## src/rtl/core/stl_pkg.sv

```systemverilog
// ----------------------------------------------------------------------------
// stl_pkg: shared types and constants of the script token lexer
// Token kinds, lexer modes, the lexer state record and the keyword table.
// ----------------------------------------------------------------------------
package stl_pkg;

	// Offsets are accepted below this value (smaller of buffer size and 65535)
	localparam int unsigned BufferBytes = 65536;
	localparam logic [15:0] POS_LIMIT   = (BufferBytes < 65535) ?
		16'(BufferBytes) : 16'd65535;

	// Most tokens one byte can release
	localparam int unsigned MAX_TOKENS = 3;
	localparam int unsigned CNT_W      = $clog2(MAX_TOKENS + 1);

	typedef enum logic [4:0] {
		K_INVALID = 5'd0,
		K_ORG     = 5'd1,
		K_HEX     = 5'd2,
		K_LPAREN  = 5'd3,
		K_RPAREN  = 5'd4,
		K_IDENT   = 5'd5,
		K_INIT    = 5'd6,
		K_TEXT    = 5'd7,
		K_LINE    = 5'd8,
		K_PARA    = 5'd9,
		K_CONT    = 5'd10,
		K_DONE    = 5'd11,
		K_COLON   = 5'd12,
		K_COMMA   = 5'd13,
		K_SEMI    = 5'd14,
		K_STRING  = 5'd15,
		K_END     = 5'd16
	} kind_t;

	typedef enum logic [2:0] {
		MODE_IDLE    = 3'd0,
		MODE_COMMENT = 3'd1,
		MODE_ORG     = 3'd2,
		MODE_HEX     = 3'd3,
		MODE_IDENT   = 3'd4,
		MODE_STRING  = 3'd5
	} mode_t;

	typedef struct packed {
		mode_t       mode;
		logic [15:0] pos;
		logic [15:0] pstart;
		logic [15:0] plen;
		logic [31:0] fchars;
		logic        err;
	} lex_state_t;

	localparam lex_state_t STATE_RESET = '{
		mode:   MODE_IDLE,
		pos:    16'd0,
		pstart: 16'd0,
		plen:   16'd0,
		fchars: 32'd0,
		err:    1'b0
	};

	typedef struct packed {
		kind_t       kind;
		logic [15:0] start;
		logic [15:0] length;
		logic        last;
	} token_t;

	// Keywords packed first character in the top byte
	localparam logic [31:0] KW_WORDS [6] = '{
		32'h696E_6974, // init
		32'h7465_7874, // text
		32'h6C69_6E65, // line
		32'h7061_7261, // para
		32'h636F_6E74, // cont
		32'h646F_6E65  // done
	};

endpackage

```

## src/rtl/core/stl_if.sv

```systemverilog
// ----------------------------------------------------------------------------
// stl_in_if / stl_tok_if: valid/ready channels of the script token lexer
// Byte input channel and token output channel.
// ----------------------------------------------------------------------------
interface stl_in_if;
	logic       valid;
	logic       ready;
	logic [7:0] data_byte;
	logic       end_of_input;

	modport source (output valid, output data_byte, output end_of_input, input ready);
	modport sink   (input valid, input data_byte, input end_of_input, output ready);
endinterface

interface stl_tok_if;
	logic        valid;
	logic        ready;
	logic [4:0]  token_kind;
	logic [15:0] token_start;
	logic [15:0] token_length;
	logic        last;

	modport source (output valid, output token_kind, output token_start,
		output token_length, output last, input ready);
	modport sink   (input valid, input token_kind, input token_start,
		input token_length, input last, output ready);
endinterface

```

## src/rtl/core/stl_step.sv

```systemverilog
// ----------------------------------------------------------------------------
// stl_step: next-state and token logic for one script byte
// Pure combinational; gives the next lexer state and up to three tokens.
// ----------------------------------------------------------------------------
module stl_step (
	input  stl_pkg::lex_state_t                          state,
	input  logic [7:0]                                   data_byte,
	input  logic                                         end_of_input,
	output stl_pkg::lex_state_t                          next_state,
	output stl_pkg::token_t [stl_pkg::MAX_TOKENS-1:0]    toks,
	output logic [stl_pkg::CNT_W-1:0]                    tok_cnt
);
	import stl_pkg::*;

	localparam int unsigned NCAND = 4;

	function automatic token_t mk_tok(kind_t k, logic [15:0] s, logic [15:0] l, logic lst);
		token_t t;
		t.kind   = k;
		t.start  = s;
		t.length = l;
		t.last   = lst;
		return t;
	endfunction

	function automatic kind_t ident_kind(logic [31:0] fc, logic [15:0] len);
		kind_t k;
		k = K_IDENT;
		if (len == 16'd4) begin
			if (fc == KW_WORDS[0]) k = K_INIT;
			if (fc == KW_WORDS[1]) k = K_TEXT;
			if (fc == KW_WORDS[2]) k = K_LINE;
			if (fc == KW_WORDS[3]) k = K_PARA;
			if (fc == KW_WORDS[4]) k = K_CONT;
			if (fc == KW_WORDS[5]) k = K_DONE;
		end
		return k;
	endfunction

	logic        room;
	logic [15:0] p;
	logic        is_hex, is_head, is_body, is_eol;
	logic        do_bt;
	logic [7:0]  org_ch;
	logic [15:0] plen_inc;
	token_t      cand [NCAND];
	logic        cv   [NCAND];
	lex_state_t  nx;
	logic [CNT_W-1:0] cnt;

	assign room     = state.pos < POS_LIMIT;
	assign p        = state.pos;
	assign plen_inc = state.plen + 16'd1;
	assign is_hex   = data_byte inside {[8'h30:8'h39], [8'h61:8'h66], [8'h41:8'h46]};
	assign is_head  = data_byte inside {[8'h41:8'h5A], [8'h61:8'h7A], 8'h5F};
	assign is_body  = is_head || (data_byte inside {[8'h30:8'h39]});
	assign is_eol   = (data_byte == 8'h0D) || (data_byte == 8'h0A);

	// expected character after '@' for the current pending length
	always_comb begin
		case (state.plen)
			16'd1:   org_ch = 8'h6F; // o
			16'd2:   org_ch = 8'h72; // r
			16'd3:   org_ch = 8'h67; // g
			default: org_ch = 8'h00;
		endcase
	end

	always_comb begin
		nx    = state;
		do_bt = 1'b0;
		for (int i = 0; i < NCAND; i++) begin
			cand[i] = '0;
			cv[i]   = 1'b0;
		end

		// feed the byte to the current mode
		if (!state.err) begin
			if (!room) begin
				cand[0] = mk_tok(K_INVALID, state.pos, 16'd0, 1'b0);
				cv[0]   = 1'b1;
				nx.err  = 1'b1;
				nx.mode = MODE_IDLE;
			end else begin
				nx.pos = state.pos + 16'd1;
				case (state.mode)
					MODE_COMMENT: begin
						if (is_eol)
							nx.mode = MODE_IDLE;
					end
					MODE_ORG: begin
						if (state.plen >= 16'd1 && state.plen <= 16'd3 && data_byte == org_ch) begin
							nx.plen = plen_inc;
							if (plen_inc == 16'd4) begin
								cand[0] = mk_tok(K_ORG, state.pstart, 16'd4, 1'b0);
								cv[0]   = 1'b1;
								nx.mode = MODE_IDLE;
							end
						end else begin
							cand[0] = mk_tok(K_INVALID, state.pstart, 16'd0, 1'b0);
							cv[0]   = 1'b1;
							nx.err  = 1'b1;
							nx.mode = MODE_IDLE;
						end
					end
					MODE_HEX: begin
						if (is_hex) begin
							nx.plen = plen_inc;
						end else if (state.plen < 16'd2) begin
							cand[0] = mk_tok(K_INVALID, state.pstart, 16'd0, 1'b0);
							cv[0]   = 1'b1;
							nx.err  = 1'b1;
							nx.mode = MODE_IDLE;
						end else begin
							cand[0] = mk_tok(K_HEX, state.pstart, state.plen, 1'b0);
							cv[0]   = 1'b1;
							do_bt   = 1'b1;
						end
					end
					MODE_IDENT: begin
						if (is_body) begin
							nx.plen = plen_inc;
							if (plen_inc <= 16'd4)
								nx.fchars = {state.fchars[23:0], data_byte};
						end else begin
							cand[0] = mk_tok(ident_kind(state.fchars, state.plen),
								state.pstart, state.plen, 1'b0);
							cv[0]   = 1'b1;
							do_bt   = 1'b1;
						end
					end
					MODE_STRING: begin
						nx.plen = plen_inc;
						if (data_byte == 8'h22) begin
							cand[0] = mk_tok(K_STRING, state.pstart, plen_inc, 1'b0);
							cv[0]   = 1'b1;
							nx.mode = MODE_IDLE;
						end
					end
					default: do_bt = 1'b1;
				endcase
			end
		end else if (room) begin
			nx.pos = state.pos + 16'd1;
		end

		// open a token with this byte
		if (do_bt) begin
			nx.mode = MODE_IDLE;
			case (data_byte)
				8'h20, 8'h09, 8'h0D, 8'h0A: ;
				8'h23: nx.mode = MODE_COMMENT;
				8'h40, 8'h24, 8'h22: begin
					nx.mode   = (data_byte == 8'h40) ? MODE_ORG :
						(data_byte == 8'h24) ? MODE_HEX : MODE_STRING;
					nx.pstart = p;
					nx.plen   = 16'd1;
				end
				8'h28: begin cand[1] = mk_tok(K_LPAREN, p, 16'd1, 1'b0); cv[1] = 1'b1; end
				8'h29: begin cand[1] = mk_tok(K_RPAREN, p, 16'd1, 1'b0); cv[1] = 1'b1; end
				8'h3A: begin cand[1] = mk_tok(K_COLON,  p, 16'd1, 1'b0); cv[1] = 1'b1; end
				8'h2C: begin cand[1] = mk_tok(K_COMMA,  p, 16'd1, 1'b0); cv[1] = 1'b1; end
				8'h3B: begin cand[1] = mk_tok(K_SEMI,   p, 16'd1, 1'b0); cv[1] = 1'b1; end
				default: begin
					if (is_head) begin
						nx.mode   = MODE_IDENT;
						nx.pstart = p;
						nx.plen   = 16'd1;
						nx.fchars = {24'd0, data_byte};
					end else begin
						cand[1] = mk_tok(K_INVALID, p, 16'd0, 1'b0);
						cv[1]   = 1'b1;
						nx.err  = 1'b1;
					end
				end
			endcase
		end

		// final byte: close any pending token, then mark the end
		if (end_of_input) begin
			if (!nx.err) begin
				case (nx.mode)
					MODE_ORG, MODE_STRING: begin
						cand[2] = mk_tok(K_INVALID, nx.pstart, 16'd0, 1'b0);
						cv[2]   = 1'b1;
					end
					MODE_HEX: begin
						cv[2] = 1'b1;
						if (nx.plen < 16'd2)
							cand[2] = mk_tok(K_INVALID, nx.pstart, 16'd0, 1'b0);
						else
							cand[2] = mk_tok(K_HEX, nx.pstart, nx.plen, 1'b0);
					end
					MODE_IDENT: begin
						cand[2] = mk_tok(ident_kind(nx.fchars, nx.plen),
							nx.pstart, nx.plen, 1'b0);
						cv[2]   = 1'b1;
					end
					default: ;
				endcase
			end
			cand[3] = mk_tok(K_END, nx.pos, 16'd0, 1'b1);
			cv[3]   = 1'b1;
			nx      = STATE_RESET;
		end
	end

	// pack the raised tokens in order
	always_comb begin
		cnt  = '0;
		toks = '0;
		for (int i = 0; i < NCAND; i++) begin
			if (cv[i] && cnt != CNT_W'(MAX_TOKENS)) begin
				toks[cnt[1:0]] = cand[i];
				cnt            = cnt + CNT_W'(1);
			end
		end
	end

	assign next_state = nx;
	assign tok_cnt    = cnt;

endmodule

```

## src/rtl/core/script_token_lexer_core.sv

```systemverilog
// ----------------------------------------------------------------------------
// script_token_lexer_core: byte-stream lexer for the script language
// Splits a script into tokens (kind, start offset, length), one byte a cycle while the token output keeps up.
// ----------------------------------------------------------------------------
// Output: the first token a byte releases is offered in the cycle after the
//   byte's transaction; further tokens from it follow one a cycle while ready.
// Input: one byte per cycle while each byte releases at most one token and
//   the output is ready; a byte that releases more tokens holds the input
//   until the single-token output port has drained the token buffer.
// Reset: arst_n clears the lexer state and empties the token buffer.
// ----------------------------------------------------------------------------
module script_token_lexer_core (
	input  logic          clk,
	input  logic          arst_n,
	stl_in_if.sink        script,
	stl_tok_if.source     tokens
);
	import stl_pkg::*;

	lex_state_t                  state_q;
	lex_state_t                  state_nx;
	token_t [MAX_TOKENS-1:0]     step_toks;
	logic   [CNT_W-1:0]          step_cnt;

	// Token buffer: slot 0 is on the output port, the rest queue behind it
	token_t [MAX_TOKENS-1:0]     tok_q;
	logic   [CNT_W-1:0]          cnt_q;

	logic in_take;
	logic out_take;

	// One pass of the lexer on the byte at the port
	stl_step u_step (
		.state        (state_q),
		.data_byte    (script.data_byte),
		.end_of_input (script.end_of_input),
		.next_state   (state_nx),
		.toks         (step_toks),
		.tok_cnt      (step_cnt)
	);

	assign out_take = tokens.valid && tokens.ready;

	// Take a new byte once the buffer is empty, or is emptied by this cycle's
	// output transaction; the buffer is then overwritten with the new tokens.
	assign script.ready = (cnt_q == '0) ||
		((cnt_q == CNT_W'(1)) && tokens.ready);
	assign in_take = script.valid && script.ready;

	// Advance the lexer state on every input transaction
	always_ff @(posedge clk or negedge arst_n) begin
		if (!arst_n) begin
			state_q <= STATE_RESET;
		end else if (in_take) begin
			state_q <= state_nx;
		end
	end

	// Buffer occupancy: load on input, count down on output
	always_ff @(posedge clk or negedge arst_n) begin
		if (!arst_n) begin
			cnt_q <= '0;
		end else if (in_take) begin
			cnt_q <= step_cnt;
		end else if (out_take) begin
			cnt_q <= cnt_q - CNT_W'(1);
		end
	end

	// Token payload: load the new tokens, or shift the queue toward slot 0
	always_ff @(posedge clk) begin
		if (in_take) begin
			tok_q <= step_toks;
		end else if (out_take) begin
			for (int i = 0; i < MAX_TOKENS - 1; i++)
				tok_q[i] <= tok_q[i+1];
		end
	end

	assign tokens.valid        = (cnt_q != '0);
	assign tokens.token_kind   = tok_q[0].kind;
	assign tokens.token_start  = tok_q[0].start;
	assign tokens.token_length = tok_q[0].length;
	assign tokens.last         = tok_q[0].last;

endmodule
```

## src/flat_wrapper.sv

```systemverilog
// flat-port wrapper written by rule: the top's interface ports become plain ports
module script_token_lexer_core_flat import stl_pkg::*;
  (clk, arst_n, script_valid, script_data_byte, script_end_of_input, script_ready, tokens_valid, tokens_token_kind, tokens_token_start, tokens_token_length, tokens_last, tokens_ready);
  stl_in_if script_i ();
  stl_tok_if tokens_i ();
  input  logic clk;
  input  logic arst_n;
  input wire logic [$bits(script_i.valid)-1:0] script_valid;
  input wire logic [$bits(script_i.data_byte)-1:0] script_data_byte;
  input wire logic [$bits(script_i.end_of_input)-1:0] script_end_of_input;
  output wire logic [$bits(script_i.ready)-1:0] script_ready;
  output wire logic [$bits(tokens_i.valid)-1:0] tokens_valid;
  output wire logic [$bits(tokens_i.token_kind)-1:0] tokens_token_kind;
  output wire logic [$bits(tokens_i.token_start)-1:0] tokens_token_start;
  output wire logic [$bits(tokens_i.token_length)-1:0] tokens_token_length;
  output wire logic [$bits(tokens_i.last)-1:0] tokens_last;
  input wire logic [$bits(tokens_i.ready)-1:0] tokens_ready;
  assign script_i.valid = script_valid;
  assign script_i.data_byte = script_data_byte;
  assign script_i.end_of_input = script_end_of_input;
  assign script_ready = script_i.ready;
  assign tokens_valid = tokens_i.valid;
  assign tokens_token_kind = tokens_i.token_kind;
  assign tokens_token_start = tokens_i.token_start;
  assign tokens_token_length = tokens_i.token_length;
  assign tokens_last = tokens_i.last;
  assign tokens_i.ready = tokens_ready;
  script_token_lexer_core u_core (.clk(clk), .arst_n(arst_n), .script(script_i), .tokens(tokens_i));
endmodule
```

## config.mk

```make
export PLATFORM = sky130hd
export DESIGN_NAME = script_token_lexer_core_flat
export DESIGN_NICKNAME = d
export VERILOG_FILES = /design/src/rtl/core/stl_pkg.sv /design/src/rtl/core/stl_if.sv /design/src/rtl/core/stl_step.sv /design/src/rtl/core/script_token_lexer_core.sv /design/src/flat_wrapper.sv
export SDC_FILE = /design/constraint.sdc
export NUM_CORES = 1
export LEC_CHECK = 0
export BUFFER_PORTS_ARGS = -buffer_cell sky130_fd_sc_hd__buf_4
export CAP_MARGIN = 20
export CORE_MARGIN = 2
export CORE_UTILIZATION = 60
export CTS_BUF_LIST = sky130_fd_sc_hd__clkbuf_2
export DETAILED_ROUTE_END_ITERATION = 8
export PLACE_DENSITY = 0.81
export SLEW_MARGIN = 30
export SYNTH_ARGS = -nofsm -noshare
export SYNTH_HDL_FRONTEND = slang
export SYNTH_HIERARCHICAL = 1
export SYNTH_SLANG_ARGS = --single-unit
```

## constraint.sdc

```tcl
create_clock -name clk -period 7.9 [get_ports clk]
set_input_delay 2.37 -clock clk [delete_from_list [all_inputs] [get_ports clk]]
set_output_delay 2.37 -clock clk [all_outputs]
set_load 0.005 [all_outputs]
```

==> impl_metrics.py, run 1 <==
metrics = {
    "status": {
        "status": "completed",
    },
    "critical_path": {
        "crit_family": "simple AND/OR/NAND/NOR gates",
        "crit_chain": "buf_4 -> or3_4 -> o221ai_2 -> o211ai_2 -> a311o_1 -> nor4b_1 -> nor2_1 -> and2_1 -> o21ai_1 -> inv_1 -> ha_1 -> nor2b_1 -> nand2_1 -> inv_1 -> buf_4 -> a21oi_1 -> mux2_2",
        "criticalPathCategory": "primary input to register",
        "crit_fanout": 29,
        "crit_slowest_cell": "a311o_1",
        "cp-end-kind": "register",
        "slowest_delay_ns": 0.58,
        "required_ns": 8.51,
        "cp_num_buf_inv": 4,
        "start_kind": "primary input",
        "arrival_ns": 7.39,
    },
    "place": {
        "numPortBuffers": 52,
        "place_ws_ns": 0.404,
        "dpl.hpwl_mm": 28.1,
        "routabilityCongestion": 0.967,
    },
    "yosys": {
        "synth_flop_cell": "edfxtp_1",
        "synthDistinctLibCells": 107,
        "synth_top_area_cell": "edfxtp_1",
        "syn_area_um2": 15000,
        "synthArstFlopShare_pct": 43.0,
        "synth-edff-count": 114,
        "synthTopCellsByArea": "edfxtp_1, dfrtp_1, mux2_2, mux2_4, nor2_1",
        "ys_warn_count": 6,
        "syn_inst": 1624,
        "yosys.area.top_type_share_pct": 22.8,
        "synth_seq_area_share_pct": 37.1,
        "syn_avg_cell_area_um2": 9.25,
        "synth_nets": 1655,
        "synth_seq_cells": 200,
    },
    "grt": {
        "grt_pass1_wl_mm": 66.8,
        "grt_pass1_vias": 12000,
        "grt_use_total_pct": 32.1,
        "grt_max_degree": 81,
        "overflow": 0,
        "grt_antenna_before_repair": 1,
    },
    "cts": {
        "cts_setup_buffers": 0,
        "ctsHoldBuffers": 0,
        "post_cts_resized": 0,
        "cts_root_buf": "clkbuf_2",
        "worstSkewPairLatency_ns": 0.83,
        "numClockSinks": 200,
        "cts.htree.levels": 4,
        "cts_buffers": 17,
        "cts_tree": "yes",
        "clock_path_buffers": 2,
        "clk_pin_slew_worst_paths_ns": 0.36,
    },
    "sta": {
        "layout_setup_ws_ns": 1.11,
        "slew_violations": 0,
        "slew_headroom_pct": 36.5,
        "finalCriticalPeriod_ns": 6.79,
        "setup_violations": 0,
        "clock.fmax_mhz": 147,
        "rsz0062_at_grt": "false",
        "worst_slew_pin_slew_ns": 0.952,
        "hold_violations": 0,
        "fin_tns_setup_ns": 0,
        "clock_skew_ns": 0.0635,
        "whs_ns": 0.529,
        "finalCritPeriodShare_pct": 85.9,
    },
    "floorplan": {
        "ioPinCount": 53,
        "dieArea_um2": 26300,
        "num_rows": 57,
        "core_um2": 24500,
        "start_util_pct": 61.4,
        "die_h_um": 162,
        "die_w_um": 162,
    },
    "route": {
        "wl_mm": 42.2,
        "drc_errors": 0,
        "initialDrtViolationCount": 1963,
        "ant_nets": 0,
        "via_count": 12900,
        "wl_per_cell_um": 22.3,
        "via_per_inst": 6.84,
        "drtPass1Iterations": 7,
    },
    "power": {
        "p_total_uw": 4030,
        "ir_drop_mv": 0.182,
        "total_leakage_power_uw": 0.00580,
        "power_density_nw_per_um2": 262,
    },
    "final_layout": {
        "drive_gt1_share_pct": 21.5,
        "area_growth_pct": 2.41,
        "nNetsFinal": 1580,
    },
    "run": {
        "cap_violations": 0,
    },
    "min_path": {
        "hold_class": "register to register",
    },
}
## placed cells by master (no fill, tap or decap), types with 9 or more instances in the layout
cell type	n
inv_1	24
nor2_1	194
nand4b_1	9
and2_1	10
o22ai_1	39
a21oi_1	82
nand4_1	26
mux2_2	113
nor3_1	36
o31ai_1	16
nor2b_1	20
nand3_1	46
buf_4	77
nand2_1	171
a21o_1	11
nor4_1	19
and3_1	11
a311oi_1	14
edfxtp_1	114
a221oi_1	15
o21ai_0	65
dfrtp_1	86
mux2_4	49
mux2i_1	23
xnor2_1	12
ha_1	18
nand2b_1	17
or3_1	12
clkbuf_2	18
## power breakdown
part           internal (uW)  leakage (uW)  switching, uW
sequential              1370       0.00235            143
combinational            709       0.00330           1240
clock                    139      0.000157            426
## state kept, by name, indices dropped and copies added, names as in the netlist
name,count
u_core/state_q,84
u_core/cnt_q,2
u_core/tokens.token_length,16
u_core/tokens.token_start,16
u_core/tokens.last,1
u_core/tok_q,76
u_core/tokens.token_kind,5
## metrics by stage
stage / area (um^2) / instances / util (%)
floorplan: 15000 / 1624 / -
global placement: 15100 / 1854 / 61.6
detailed placement: 15100 / 1854 / 61.7
CTS: 15400 / 1886 / 62.8
global route: 15400 / 1889 / 62.9
finish: 15400 / 1889 / 62.9
## synth_stat cells (6+ instances only)
cell type  instances
a211oi_1           8
a21o_1            11
a21oi_1           82
a221oi_1          15
a311oi_1          14
a31o_2             6
a31oi_1            8
and2_1            10
and3_1            11
and4_1             8
buf_2             32
buf_4             53
buf_6              8
clkbuf_1          73
dfrtp_1           86
edfxtp_1         114
ha_1              18
inv_1             24
mux2_2           114
mux2_4            49
mux2i_1           23
nand2_1          172
nand2b_1          18
nand3_1           46
nand3b_1           7
nand4_1           26
nand4b_1           9
nor2_1           194
nor2b_1           20
nor3_1            36
nor4_1            19
o21a_1             6
o21ai_0           65
o21ai_1            8
o22ai_1           39
o31ai_1           16
or2_2              7
or3_1             12
xnor2_1           12
xor2_1             7
## metal layers
metal / track usage, % / up-vias / routed length [um]
met5: 0 / - / 0
met1: 48.3 / 6179 / 18300
met4: 7.40 / 0 / 860
met2: 47.3 / 838 / 18300
met3: 7.30 / 111 / 4680
li1: - / 5799 / -
## area by class of cell
class | count | area (um^2)
diodes | 3 | 7.51
flip-flops and latches | 200 | 5580
well taps | 324 | 405
clock inverters | 14 | 180
multi-input cells | 1225 | 8430
fillers | 2063 | 9070
clock buffers | 18 | 90.1
repair buffers | 78 | 589
inverters | 27 | 106
## final timing paths
| kind | start | to | slack, ns | depth (start not counted) |
|---|---|---|---|---|
| max | script_data_byte[1] | u_core/tok_q[61] | 1.11 | 17 |
| max in group asynchronous | arst_n | u_core/state_q[49] | 5.31 | 2 |
| min in group asynchronous | arst_n | u_core/state_q[80] | 1.50 | 1 |
| min reg2reg | u_core/tok_q[74] | u_core/tokens.token_kind[3] | 0.53 | 1 |
| max reg2reg | u_core/state_q[34] | u_core/tok_q[61] | 1.35 | 22 |
| min | u_core/tok_q[74] | u_core/tokens.token_kind[3] | 0.53 | 1 |
## logic make-up (layout without fill, tap and decap cells)
family	after synthesis	in the layout	share of synthesized area (%)
buf+inv	199	137	6.99
simple gates	643	643	21.5
mux	186	186	15.0
compound gates	359	359	16.8
flops	200	200	37.1
fa+ha+maj	18	18	1.50
other cells	0	3	0
xor+xnor	19	19	1.11
(Power assumes the default switching activity.)
==> run 2: changes to the inputs <==
CORE_UTILIZATION = 35   (was 60)
GPL_TIMING_DRIVEN = 0   (was not set)
PLACE_DENSITY = 0.53   (was 0.81)
==> run 2 against run 1 <==
Net effect:
- sequential cell count did not move
- worst hold slack got worse by 0.0013 ns
- register-to-register slack got worse by 0.56 ns
- critical path depth up 8
- utilization decreased by 24 points
- design area grew 6.5%
- critical endpoint is now u_core/tok_q[65]
==> impl_metrics.py, run 2 (synthesized netlist as in run 1, its figures left out) <==
metrics = {
    "sta": {
        "layout_setup_ws_ns": 0.122,
        "clock.fmax_mhz": 129,
        "worst_slew_pin_slew_ns": 0.971,
        "finalCritPeriodShare_pct": 98.5,
        "whs_ns": 0.528,
        "finalCriticalPeriod_ns": 7.78,
        "slew_violations": 0,
        "clock_skew_ns": 0.0546,
        "fin_tns_setup_ns": 0,
        "rsz0062_at_grt": "false",
        "hold_violations": 0,
        "slew_headroom_pct": 35.0,
        "setup_violations": 0,
    },
    "critical_path": {
        "crit_slowest_cell": "nor4_1",
        "arrival_ns": 8.53,
        "criticalPathCategory": "primary input to register",
        "crit_family": "buffers and inverters",
        "r2r_slack_ns": 0.79,
        "slowest_delay_ns": 0.66,
        "crit_cells": 25,
        "rr_worst_depth": 25,
        "endpoint": "u_core/tok_q[65]",
        "cp_num_buf_inv": 9,
        "required_ns": 8.65,
        "r2r-end": "u_core/tok_q[65]",
        "worstSetupStartpoint": "script_data_byte[2]",
        "crit_fanout": 11,
        "start_kind": "primary input",
        "cp-end-kind": "register",
        "reg2reg_from": "u_core/state_q[33]",
    },
    "cts": {
        "cts_tree": "yes",
        "clk_pin_slew_worst_paths_ns": 0.33,
        "numClockSinks": 200,
        "cts_buffers": 17,
        "cts_root_buf": "clkbuf_2",
        "cts.htree.levels": 4,
        "worstSkewPairLatency_ns": 0.99,
        "clock_path_buffers": 2,
    },
    "final_layout": {
        "largestRegisters": "u_core/state_q: 84 flops, u_core/tok_q: 76 flops",
        "area_growth_pct": 9.10,
        "final_area_um2": 16400,
        "nNetsFinal": 1722,
        "top_register": "u_core/state_q",
        "largest_register_ffs": 84,
        "final_cell_mix": "nor2_1, nand2_1, edfxtp_1",
        "drive_gt1_share_pct": 23.8,
        "final_common_cell": "nor2_1",
    },
    "grt": {
        "grt_max_degree": 87,
        "grt_pass1_wl_mm": 77.2,
        "grtUsageMet3_pct": 4.24,
        "overflow": 0,
        "grt_antenna_before_repair": 2,
        "grt_pass1_vias": 12400,
        "grt_use_total_pct": 22.8,
        "grt_use_met2_pct": 34.0,
        "top_usage_layer": "met2",
        "met1_usage_pct": 33.1,
    },
    "route": {
        "drc_errors": 0,
        "wl_per_cell_um": 22.3,
        "drtPass1Iterations": 6,
        "wl_mm": 50.1,
        "initialDrtViolationCount": 1495,
        "ant_nets": 0,
        "via_count": 13100,
        "via_per_inst": 5.82,
    },
    "floorplan": {
        "start_util_pct": 35.7,
        "core_um2": 42100,
        "num_rows": 75,
        "die_w_um": 211,
        "ioPinCount": 53,
        "die_h_um": 211,
        "dieArea_um2": 44600,
    },
    "power": {
        "power_density_nw_per_um2": 263,
        "ir_drop_mv": 0.137,
        "total_leakage_power_uw": 0.00623,
    },
    "run": {
        "cap_violations": 0,
    },
    "place": {
        "routabilityCongestion": 0.953,
        "dpl.hpwl_mm": 37.1,
        "numPortBuffers": 48,
        "dpl_cell_area_um2": 16100,
        "place_ws_ns": -2.06,
    },
    "status": {
        "status": "completed",
    },
    "min_path": {
        "min_path_cells": 1,
        "hold_class": "register to register",
    },
}
run 2: cell types whose count changed in the layout (fill, tap and decap cells not counted), sizes merged, moves of 2 or more:
cell      delta
clkbuf      +76
buf         +67
inv          -4
clkinvlp     +3
bufinv       +2
clkinv       -2
run 2: worst min path at each step:
stage,slack (ns),end,start
after floorplan,0.48,u_core/state_q[68],u_core/state_q[68]
after global placement,0.48,u_core/state_q[73],u_core/state_q[73]
after detailed placement,0.49,u_core/state_q[68],u_core/state_q[68]
after CTS,0.53,u_core/tok_q[39],u_core/tok_q[77]
after global routing,0.55,u_core/tok_q[39],u_core/tok_q[77]
final,0.53,u_core/tok_q[39],u_core/tok_q[77]
run 2: through the flow:
stage	util (%)	cells	total power, uW
final	38.9	2247	4310
after global routing	38.9	2247	4570
after CTS	38.8	2243	4310
after detailed placement	38.2	2211	3710
after global placement	38.1	2211	3690
after floorplan	-	1624	2950
run 2: cell type report:
type	count	area (um^2)
fillers	4260	25700
multi-input cells	1225	8440
flip-flops and latches	200	5580
plain buffers	171	953
well taps	539	674
repair buffers	49	374
clock inverters	13	171
inverters	27	101
clock buffers	19	95.1
diodes	4	10.0
run 2: repair_timing:
| item | 4_1_cts | 5_1_grt |
|---|---|---|
| buffers inserted | 0 | 1 |
| endpoints found under the setup margin | 25 | 25 |
| hold buffers | 0 | 0 |
| pin swaps | 0 | 1 |
| gates resized for setup | 5 | 8 |
run 2: per-layer routing:
metal  up-vias  wire length [um]
met5         -                 0
met4         0              1160
met3        62              3750
met2       527             21600
met1      6378             23600
li1       6100                 -
run 2: where the power goes:
group          leakage [uW]  switching, uW  internal (uW)
logic               0.00373           1440            837
clock network      0.000147            389            183
registers           0.00235           90.4           1370
total               0.00623           1920           2390
==> run 3: changes to the inputs <==
GPL_TIMING_DRIVEN = not set   (was 0)
==> run 3 against run 2 <==
Net effect:
- utilization decreased by 1.8 points
- clock skew decreased by 0.00059 ns
- combinational power decreased by 15%
- sequential power increased by 4%
- setup slack improved by 1.2 ns
- largest power group unchanged
- critical path depth decreased by 8
- total power decreased by 7.0%
- worst hold slack improved by 0.030 ns
- highest routed layer unchanged
==> impl_metrics.py, run 3 (synthesized netlist as in run 1, its figures left out) <==
metrics = {
    "sta": {
        "setup_violations": 0,
        "slew_headroom_pct": 40.8,
        "finalCritPeriodShare_pct": 83.6,
        "rsz0062_at_grt": "false",
        "fin_tns_setup_ns": 0,
        "whs_ns": 0.558,
        "finalCriticalPeriod_ns": 6.60,
        "clock_skew_ns": 0.0540,
        "hold_violations": 0,
        "slew_violations": 0,
        "worst_slew_pin_slew_ns": 0.888,
        "layout_setup_ws_ns": 1.30,
        "clock.fmax_mhz": 151,
    },
    "final_layout": {
        "largest_register_ffs": 84,
        "top_register": "u_core/state_q",
        "multi_input_area_um2": 8430,
        "final_cell_mix": "nor2_1, nand2_1, edfxtp_1",
        "register_area_um2": 5580,
        "final_common_cell": "nor2_1",
        "area_growth_pct": 4.09,
        "n_fill_cell": 4251,
        "nNetsFinal": 1579,
        "largestRegisters": "u_core/state_q: 84 flops, u_core/tok_q: 76 flops",
        "drive_gt1_share_pct": 21.5,
    },
    "cts": {
        "cts_tree": "yes",
        "cts_setup_buffers": 0,
        "post_cts_resized": 0,
        "ctsHoldBuffers": 0,
        "cts_root_buf": "clkbuf_2",
        "cts_buffers": 17,
        "numClockSinks": 200,
        "clk_pin_slew_worst_paths_ns": 0.33,
        "clock_path_buffers": 2,
        "worstSkewPairLatency_ns": 1.09,
        "cts.htree.levels": 4,
    },
    "critical_path": {
        "slowest_delay_ns": 0.60,
        "cp-end-kind": "register",
        "start_kind": "primary input",
        "required_ns": 8.77,
        "crit_chain": "buf_4 -> nand2_1 -> a311oi_1 -> o211ai_2 -> a311o_1 -> nor4b_1 -> nor2_1 -> and2_1 -> o21ai_1 -> inv_1 -> ha_1 -> nor2b_1 -> nand2_1 -> inv_1 -> buf_4 -> a21oi_1 -> mux2_2",
        "crit_slowest_cell": "a311o_1",
        "crit_fanout": 29,
        "criticalPathCategory": "primary input to register",
        "arrival_ns": 7.47,
    },
    "route": {
        "initialDrtViolationCount": 1121,
        "wl_per_cell_um": 21.8,
        "drtPass1Iterations": 6,
        "drc_errors": 0,
        "wl_mm": 45.8,
        "via_per_inst": 5.93,
        "ant_nets": 0,
        "via_count": 12500,
    },
    "place": {
        "routabilityCongestion": 0.907,
        "dpl.hpwl_mm": 31.2,
        "numPortBuffers": 52,
        "place_ws_ns": 0.322,
    },
    "floorplan": {
        "die_w_um": 211,
        "ioPinCount": 53,
        "die_h_um": 211,
        "core_um2": 42100,
        "dieArea_um2": 44600,
        "start_util_pct": 35.7,
        "num_rows": 75,
    },
    "status": {
        "status": "completed",
    },
    "power": {
        "total_leakage_power_uw": 0.00579,
        "power_density_nw_per_um2": 256,
        "ir_drop_mv": 0.170,
    },
    "grt": {
        "grt_use_total_pct": 21.0,
        "overflow": 0,
        "grt_max_degree": 81,
        "grt_antenna_before_repair": 2,
        "grt_pass1_wl_mm": 72.0,
        "grt_pass1_vias": 12000,
    },
    "min_path": {
        "hold_class": "register to register",
    },
    "run": {
        "cap_violations": 0,
    },
}
## run 3: routing by layer
| layer | global-route usage [%] | share of wire, % | up-vias |
|---|---|---|---|
| li1 | - | - | 5807 |
| met1 | 31.0 | 49 | 6201 |
| met2 | 30.8 | 43 | 414 |
| met3 | 4.61 | 5.9 | 64 |
| met4 | 5.37 | 1.6 | 0 |
| met5 | 0 | 0 | - |
## run 3: worst max-delay path, delay by kind of cell
family,cells,cell delay [ns]
mux,1,0.27
fa+ha+maj,1,0.20
simple gates,6,1.94
compound gates,5,1.80
buf+inv,4,0.86
## run 3: per-stage QoR
step                util (%)  instance area [um^2]  total power [uW]  instances
CTS                     37.1                 15600              4030       2100
finish                  37.1                 15600              4010       2104
global route            37.1                 15600              4290       2104
floorplan                  -                 15000              2950       1624
detailed placement      36.5                 15400              3460       2068
global placement        36.5                 15400              3430       2068
## run 3: area by class of cell
| type | instances | share of cell area (%) |
|---|---|---|
| diodes | 4 | 0.0640 |
| clock buffers | 17 | 0.544 |
| clock inverters | 15 | 1.08 |
| inverters | 27 | 0.680 |
| multi-input cells | 1225 | 53.9 |
| flip-flops and latches | 200 | 35.6 |
| well taps | 539 | 4.31 |
| repair buffers | 77 | 3.80 |
## run 3: report_power, final
part           leakage, uW  total, uW  internal (uW)  switching (uW)
sequential         0.00235       1520           1370             148
clock             0.000152        559            112             446
combinational      0.00328       1930            706            1230
total              0.00579       4010           2190            1820
## run 3: final timing paths
path                                startpoint                  to  depth (start not counted)  slack (ns)
min in group asynchronous               arst_n  u_core/state_q[11]                          1        1.24
max in group asynchronous               arst_n  u_core/state_q[61]                          2        5.41
min reg2reg                    u_core/cnt_q[1]     u_core/cnt_q[1]                          1        0.56
min                            u_core/cnt_q[1]     u_core/cnt_q[1]                          1        0.56
max reg2reg                 u_core/state_q[34]    u_core/tok_q[67]                         22        1.43
max                        script_data_byte[3]    u_core/tok_q[67]                         17        1.30
